$ cat src/rtl/tpdc_pkg.sv
// ----------------------------------------------------------------------------
// Telemetry packet deframer package
// Shared word types, header positions, status codes and size limits.
// ----------------------------------------------------------------------------
package tpdc_pkg;

  // Largest payload length accepted from the header
  localparam logic [7:0] MAX_PAYLOAD = 8'd64;

  // Header byte positions; HDR_DONE means the payload is being received
  localparam logic [3:0] HDR_ID     = 4'd0;
  localparam logic [3:0] HDR_LEN    = 4'd1;
  localparam logic [3:0] HDR_TIME0  = 4'd2;
  localparam logic [3:0] HDR_TIME3  = 4'd5;
  localparam logic [3:0] HDR_CHK_LO = 4'd6;
  localparam logic [3:0] HDR_CHK_HI = 4'd7;
  localparam logic [3:0] HDR_DONE   = 4'd8;

  typedef enum logic [1:0] {
    STATUS_OK       = 2'd0,
    STATUS_MISMATCH = 2'd1,
    STATUS_TOO_LONG = 2'd2
  } status_t;

  // Input word: one datagram byte
  typedef struct packed {
    logic [7:0] rx_byte;
    logic       datagram_start;
  } in_word_t;

  // Result word: payload byte and/or end-of-packet report
  typedef struct packed {
    logic        payload_valid;
    logic [7:0]  payload_byte;
    logic [5:0]  payload_offset;
    logic        packet_end;
    logic [7:0]  packet_id;
    logic [7:0]  packet_length;
    logic [31:0] packet_time;
    status_t     status;
  } out_word_t;

endpackage

$ cat src/rtl/tpdc_in_if.sv
// ----------------------------------------------------------------------------
// Deframer input channel
// Valid/ready channel carrying one received datagram byte per word.
// ----------------------------------------------------------------------------
interface tpdc_in_if;
  logic              valid;
  logic              ready;
  tpdc_pkg::in_word_t data;

  modport source (output valid, output data, input ready);
  modport sink   (input valid, input data, output ready);
endinterface

$ cat src/rtl/tpdc_out_if.sv
// ----------------------------------------------------------------------------
// Deframer result channel
// Valid/ready channel carrying a payload byte, a packet report or both per word.
// ----------------------------------------------------------------------------
interface tpdc_out_if;
  logic               valid;
  logic               ready;
  tpdc_pkg::out_word_t data;

  modport source (output valid, output data, input ready);
  modport sink   (input valid, input data, output ready);
endinterface

$ cat src/rtl/telemetry_packet_deframe_check.sv
// ----------------------------------------------------------------------------
// Telemetry packet deframer and checksum check
// Parses id, length, timestamp and checksum header bytes, passes payload
// bytes on with their offset and reports the packet with a Fletcher-16
// (mod 256) check status on its final byte, or as too long on its length byte.
// ----------------------------------------------------------------------------
//   channel | direction | word
//   rx      | in        | rx_byte, datagram_start
//   res     | out       | payload byte/offset, packet end report, status
//
// One byte is taken every cycle while rx.ready is high; the header parser and
// the two 8-bit running sums are combinational between the parser state and
// the result register. Each result is registered as its byte is taken.
// A skid register behind the result register lets one more byte in while res
// stalls; rx.ready drops only when both are full.
// Reset (rst, synchronous) idles the parser until the next datagram start.
// ----------------------------------------------------------------------------
module telemetry_packet_deframe_check (
  input  logic            clk,
  input  logic            rst,
  tpdc_in_if.sink         rx,
  tpdc_out_if.source      res
);

  // Parser state
  logic [3:0]  hdr_pos;
  logic [7:0]  pay_pos;
  logic        active;
  logic [7:0]  held_id;
  logic [7:0]  held_length;
  logic [31:0] held_time;
  logic [15:0] received_check;
  logic [7:0]  sum_low;
  logic [7:0]  sum_high;

  logic [3:0]  hdr_pos_next;
  logic [7:0]  pay_pos_next;
  logic        active_next;
  logic [7:0]  held_id_next;
  logic [7:0]  held_length_next;
  logic [31:0] held_time_next;
  logic [15:0] received_check_next;
  logic [7:0]  sum_low_next;
  logic [7:0]  sum_high_next;

  // Result register and skid register
  logic                out_valid;
  tpdc_pkg::out_word_t out_word;
  logic                skid_valid;
  tpdc_pkg::out_word_t skid_word;

  logic                accept;
  logic                push;
  logic                out_take;
  tpdc_pkg::out_word_t new_word;

  logic [7:0]  b;
  logic [7:0]  acc_low;
  logic [7:0]  acc_high;
  logic [1:0]  time_idx;
  logic [7:0]  pay_pos_inc;
  logic        sums_match;

  assign accept   = rx.valid && rx.ready;
  assign out_take = out_valid && res.ready;
  assign rx.ready = !skid_valid;
  assign b        = rx.data.rx_byte;
  assign time_idx = 2'(hdr_pos - tpdc_pkg::HDR_TIME0);

  // Parse one byte and update the running sums
  always_comb begin
    hdr_pos_next        = hdr_pos;
    pay_pos_next        = pay_pos;
    active_next         = active;
    held_id_next        = held_id;
    held_length_next    = held_length;
    held_time_next      = held_time;
    received_check_next = received_check;
    sum_low_next        = sum_low;
    sum_high_next       = sum_high;
    new_word            = '0;
    push                = 1'b0;

    // Clear packet state on a datagram start
    if (rx.data.datagram_start) begin
      hdr_pos_next        = tpdc_pkg::HDR_ID;
      pay_pos_next        = '0;
      active_next         = 1'b1;
      held_id_next        = '0;
      held_length_next    = '0;
      held_time_next      = '0;
      received_check_next = '0;
      sum_low_next        = '0;
      sum_high_next       = '0;
    end

    acc_low     = sum_low_next + b;
    acc_high    = sum_high_next + acc_low;
    pay_pos_inc = pay_pos_next + 8'd1;
    sums_match  = ({sum_high_next, sum_low_next} == {b, received_check_next[7:0]});

    if (active_next) begin
      if (hdr_pos_next != tpdc_pkg::HDR_DONE) begin
        hdr_pos_next = hdr_pos_next + 4'd1;
        if (hdr_pos_next == tpdc_pkg::HDR_LEN) begin
          held_id_next  = b;
          sum_low_next  = acc_low;
          sum_high_next = acc_high;
        end else if (hdr_pos_next == tpdc_pkg::HDR_TIME0) begin
          held_length_next = b;
          sum_low_next     = acc_low;
          sum_high_next    = acc_high;
          // Report an oversized length and drop the rest of the datagram
          if (b > tpdc_pkg::MAX_PAYLOAD) begin
            new_word.packet_end    = 1'b1;
            new_word.packet_id     = held_id_next;
            new_word.packet_length = b;
            new_word.status        = tpdc_pkg::STATUS_TOO_LONG;
            push                   = 1'b1;
            active_next            = 1'b0;
          end
        end else if (hdr_pos_next <= tpdc_pkg::HDR_TIME3 + 4'd1) begin
          held_time_next[time_idx*8 +: 8] = held_time_next[time_idx*8 +: 8] | b;
          sum_low_next  = acc_low;
          sum_high_next = acc_high;
        end else if (hdr_pos_next == tpdc_pkg::HDR_CHK_LO + 4'd1) begin
          received_check_next[7:0] = b;
        end else begin
          received_check_next[15:8] = b;
          // Empty payload: report on the last checksum byte
          if (held_length_next == 8'd0) begin
            new_word.packet_end    = 1'b1;
            new_word.packet_id     = held_id_next;
            new_word.packet_length = held_length_next;
            new_word.packet_time   = held_time_next;
            new_word.status        = sums_match ? tpdc_pkg::STATUS_OK
                                                : tpdc_pkg::STATUS_MISMATCH;
            push                   = 1'b1;
            active_next            = 1'b0;
          end
        end
      end else begin
        // Pass a payload byte on and close the packet on its last byte
        sum_low_next            = acc_low;
        sum_high_next           = acc_high;
        new_word.payload_valid  = 1'b1;
        new_word.payload_byte   = b;
        new_word.payload_offset = pay_pos_next[5:0];
        pay_pos_next            = pay_pos_inc;
        push                    = 1'b1;
        if (pay_pos_inc >= held_length_next) begin
          new_word.packet_end    = 1'b1;
          new_word.packet_id     = held_id_next;
          new_word.packet_length = held_length_next;
          new_word.packet_time   = held_time_next;
          new_word.status        = ({acc_high, acc_low} == received_check_next)
                                   ? tpdc_pkg::STATUS_OK : tpdc_pkg::STATUS_MISMATCH;
          active_next            = 1'b0;
        end
      end
    end
  end

  // Hold parser state; advance on each accepted word
  always_ff @(posedge clk) begin
    if (rst) begin
      hdr_pos        <= '0;
      pay_pos        <= '0;
      active         <= 1'b0;
      held_id        <= '0;
      held_length    <= '0;
      held_time      <= '0;
      received_check <= '0;
      sum_low        <= '0;
      sum_high       <= '0;
    end else if (accept) begin
      hdr_pos        <= hdr_pos_next;
      pay_pos        <= pay_pos_next;
      active         <= active_next;
      held_id        <= held_id_next;
      held_length    <= held_length_next;
      held_time      <= held_time_next;
      received_check <= received_check_next;
      sum_low        <= sum_low_next;
      sum_high       <= sum_high_next;
    end
  end

  // Result register with skid: drain skid first, keep order
  always_ff @(posedge clk) begin
    if (rst) begin
      out_valid  <= 1'b0;
      skid_valid <= 1'b0;
    end else if (!out_valid || out_take) begin
      if (skid_valid) begin
        out_valid  <= 1'b1;
        out_word   <= skid_word;
        skid_valid <= 1'b0;
      end else begin
        out_valid <= accept && push;
        out_word  <= new_word;
      end
    end else if (accept && push) begin
      skid_valid <= 1'b1;
      skid_word  <= new_word;
    end
  end

  assign res.valid = out_valid;
  assign res.data  = out_word;

endmodule

$ cat src/flat_wrapper.sv
// flat-port wrapper written by rule: the top's interface ports become plain ports
module telemetry_packet_deframe_check_flat 
  (clk, rst, rx_valid, rx_data, rx_ready, res_valid, res_data, res_ready);
  tpdc_in_if rx_i ();
  tpdc_out_if res_i ();
  input  logic clk;
  input  logic rst;
  input wire logic [$bits(rx_i.valid)-1:0] rx_valid;
  input wire logic [$bits(rx_i.data)-1:0] rx_data;
  output wire logic [$bits(rx_i.ready)-1:0] rx_ready;
  output wire logic [$bits(res_i.valid)-1:0] res_valid;
  output wire logic [$bits(res_i.data)-1:0] res_data;
  input wire logic [$bits(res_i.ready)-1:0] res_ready;
  assign rx_i.valid = rx_valid;
  assign rx_i.data = rx_data;
  assign rx_ready = rx_i.ready;
  assign res_valid = res_i.valid;
  assign res_data = res_i.data;
  assign res_i.ready = res_ready;
  telemetry_packet_deframe_check u_core (.clk(clk), .rst(rst), .rx(rx_i), .res(res_i));
endmodule
$ cat config.mk
export PLATFORM = sky130hd
export DESIGN_NAME = telemetry_packet_deframe_check_flat
export DESIGN_NICKNAME = d
export VERILOG_FILES = /design/src/rtl/tpdc_pkg.sv /design/src/rtl/tpdc_in_if.sv /design/src/rtl/tpdc_out_if.sv /design/src/rtl/telemetry_packet_deframe_check.sv /design/src/flat_wrapper.sv
export SDC_FILE = /design/constraint.sdc
export NUM_CORES = 1
export LEC_CHECK = 0
export BUFFER_PORTS_ARGS = -buffer_cell sky130_fd_sc_hd__buf_4
export CAP_MARGIN = 20
export CORE_MARGIN = 2
export CORE_UTILIZATION = 60
export DETAILED_ROUTE_END_ITERATION = 10
export PLACE_DENSITY = 0.8
export SYNTH_ARGS = -nofsm -noshare
export SYNTH_HDL_FRONTEND = slang
export SYNTH_SLANG_ARGS = --single-unit
$ cat constraint.sdc
create_clock -name clk -period 9.9 [get_ports clk]
set_input_delay 0.99 -clock clk [delete_from_list [all_inputs] [get_ports clk]]
set_output_delay 0.99 -clock clk [all_outputs]
set_load 0.01 [all_outputs]
==> impl_metrics.ini <==
[finish]
fin_cells = 1351
nNetsFinal = 1148
n_antenna_cell = 0
design_area_mm2 = 0.01276
drive_gt1_share_pct = 19.52
areaGrowthSynthToFinish_pct = 13.13

[routing]
ant_nets = 0
dr.pass1.iters = 5
routed_wl_um = 26550
routedWlPerCell_um = 19.65
drtIter0Drc = 759
vias_per_cell = 6.238
via_count = 8428
route.detailed.drc = 0

[global_route]
grt_pass1_vias = 7984
antenna_found_initial = 1
grt_max_degree = 77
track_usage_pct = 26.32
grt_overflow_total = 0
grt_pass1_wl_um = 42010

[cts]
post_cts_buffers = 0
clockRootBuffer = clkbuf_16
cts_tree = yes
clk_latency_ns = 0.52
path_clk_slew_ns = 0.07
cts.path.max_buffers = 3
htree_num_levels = 1
clock_sinks = 227
cts_made_buffers = 24
postCtsHoldBufs = 0
cts_resized = 0

[power]
powerDensity_mw_per_mm2 = 161.4
netSwitchingPower_w = 0.0004936
leakage_nw = 4.869
seqPwrFrac_pct = 49.6
ir_drop_mv = 0.1118
swShare_pct = 23.96
combinationalPowerShare_pct = 9.0
p_int_w = 0.001566
p_clk_share_pct = 41.4

[placement]
post-dp-hpwl_um = 17310
routabilityCongestion = 0.8918
place_area_mm2 = 0.01200
dp_cells = 1307
place_ws_ns = 4.479
io_buffers = 80

[timing]
final_hold_viol_count = 0
relSlewSlack_pct = 25.69
rsz0062_at_grt = no
period_minus_slack_ns = 4.980
final.setup.tns_ns = 0
max_freq_ghz = 0.2008
worstMarginPinSlew_ns = 1.105
setup_slack_ns = 4.920
clock_skew_ns = 0.01422
setup_viol = 0
slew_violations = 0
timing.final.crit_share_pct = 50.31
whs_ns = 0.4794

[yosys]
ys.flop_type = edfxtp_1
synth_area_mm2 = 0.01128
seq_area_frac_synth_pct = 52.00
synth_top_area_share_pct = 35.14
synthDistinctLibCells = 77
synth_nets = 1089
yosys.area.top_type = edfxtp_1
ys_seq_elements = 227
async_reset_ff_share_pct = 0
ys_warn_count = 0
synth_area_leaders = edfxtp_1, dfxtp_1, mux2_2, a22oi_1, nor2_1
synth_edf_count = 132
synth_cells = 1040
syn_avg_cell_area_um2 = 10.85

[worst_hold_path]
hold_class = register to register

[floorplanning]
row_count = 50
start_util_pct = 60.71
dieArea_mm2 = 0.01991
die_y_um = 141.1
die_w_um = 141.1
core_mm2 = 0.01858
io_pins = 81

[critical_path]
worstSetupStartpointType = input pin
required_ns = 10.16
cp_max_fo = 76
path_class = input pin to register
critPathArrivalTime_ns = 5.24
endpoint_kind = register

[job]
drv_cap = 0

[run_status]
outcome = finished clean
cells by family (layout without fill, tap and decap cells):
group                      Yosys count  after routing  share of synthesized area (%)
and+or+nand+nor                    354            354                          15.96
xor gates and xnor gates            33             33                          2.684
AOI/OAI and AO/OA                  235            235                          14.32
buffers and inverters               72            149                          2.729
DFF                                227            227                          52.00
muxes                               83             83                          8.175
adders and majority gates           36             36                          4.126
worst max-delay path, stage by stage:
cell,delay (ns)
buf_4,0.60
nor2b_1,0.16
ha_1,0.26
fa_1,0.41
a211oi_1,0.36
or4b_2,0.20
nand4_1,0.21
ha_1,0.43
or4b_1,0.55
o2111ai_1,0.24
xnor2_1,0.17
nand4_1,0.10
a31oi_1,0.20
and4bb_2,0.25
o31ai_1,0.08
layer usage:
metal | up-vias | global-route usage [%] | routed length, um
li1 | 3970 | - | -
met1 | 4037 | 35.93 | 10970
met2 | 340 | 42.82 | 12790
met3 | 81 | 3.295 | 1793
met4 | 0 | 10.95 | 996
met5 | - | 0 | 0
per-stage QoR:
step / utilization, % / power [W]
floorplan: - / 0.001168
global placement: 64.57 / 0.001221
detailed placement: 64.57 / 0.001224
CTS: 68.68 / 0.002071
global route: 68.68 / 0.002127
finish: 68.68 / 0.002060
final timing paths:
| kind | from | end | cells past startpoint | slack, ns |
|---|---|---|---|---|
| setup / recovery | rx_data[0] | u_core.res.data[0] | 15 | 4.92 |
| hold reg to reg | u_core.pay_pos[0] | u_core.pay_pos[0] | 2 | 0.48 |
| setup reg to reg | u_core.sum_low[0] | u_core.res.data[0] | 14 | 5.66 |
| hold / removal | u_core.pay_pos[0] | u_core.pay_pos[0] | 2 | 0.48 |
synth_stat cells, drive strengths merged (14+ instances only):
master,number
clkbuf,40
dfxtp,95
and2,57
nor2b,25
ha,34
inv,17
xnor2,19
nand2,48
nor2,143
a21oi,40
mux2,73
edfxtp,132
nand3,16
o21ai,45
buf,14
a22oi,80
placed cells by master (no fill, tap or decap), drive strengths merged, types with 19 or more instances in the layout:
cell and n:
nand2 48, a21oi 40, buf 87, and2 57, xnor2 19, edfxtp 132
mux2 73, dfxtp 95, a22oi 80, clkbuf 33, ha 34, nor2b 25
nor2 143, o21ai 45
layout make-up:
cell class              instances  area [um^2]
clock inverters                11        78.83
flip-flops and latches        227         5866
inverters                      18        67.56
multi-input cells             741         5119
well taps                     234        292.8
fillers                      1408         5819
clock buffers                  33        684.4
repair buffers                 87        653.1
power by group through the flow:
| stage | Clock (W) | Sequential [W] | Combinational [W] |
|---|---|---|---|
| after floorplan | 0 | 0.00104 | 0.000125 |
| after global placement | 0 | 0.00104 | 0.000180 |
| after detailed placement | 0 | 0.00104 | 0.000183 |
| after CTS | 0.000865 | 0.00102 | 0.000184 |
| after global routing | 0.000901 | 0.00102 | 0.000203 |
| final | 0.000852 | 0.00102 | 0.000186 |
state kept, by name (all words and copies together) (netlist names):
signal,cells
u_core.res.data,66
u_core.sum_high,8
u_core.held_length,8
u_core.res.valid,1
u_core.received_check,16
u_core.sum_low,8
u_core.hdr_pos,4
u_core.held_time,32
u_core.held_id,8
u_core.skid_word,66
u_core.skid_valid,1
u_core.pay_pos,8
u_core.active,1
Power figures use the tool's default switching activity.
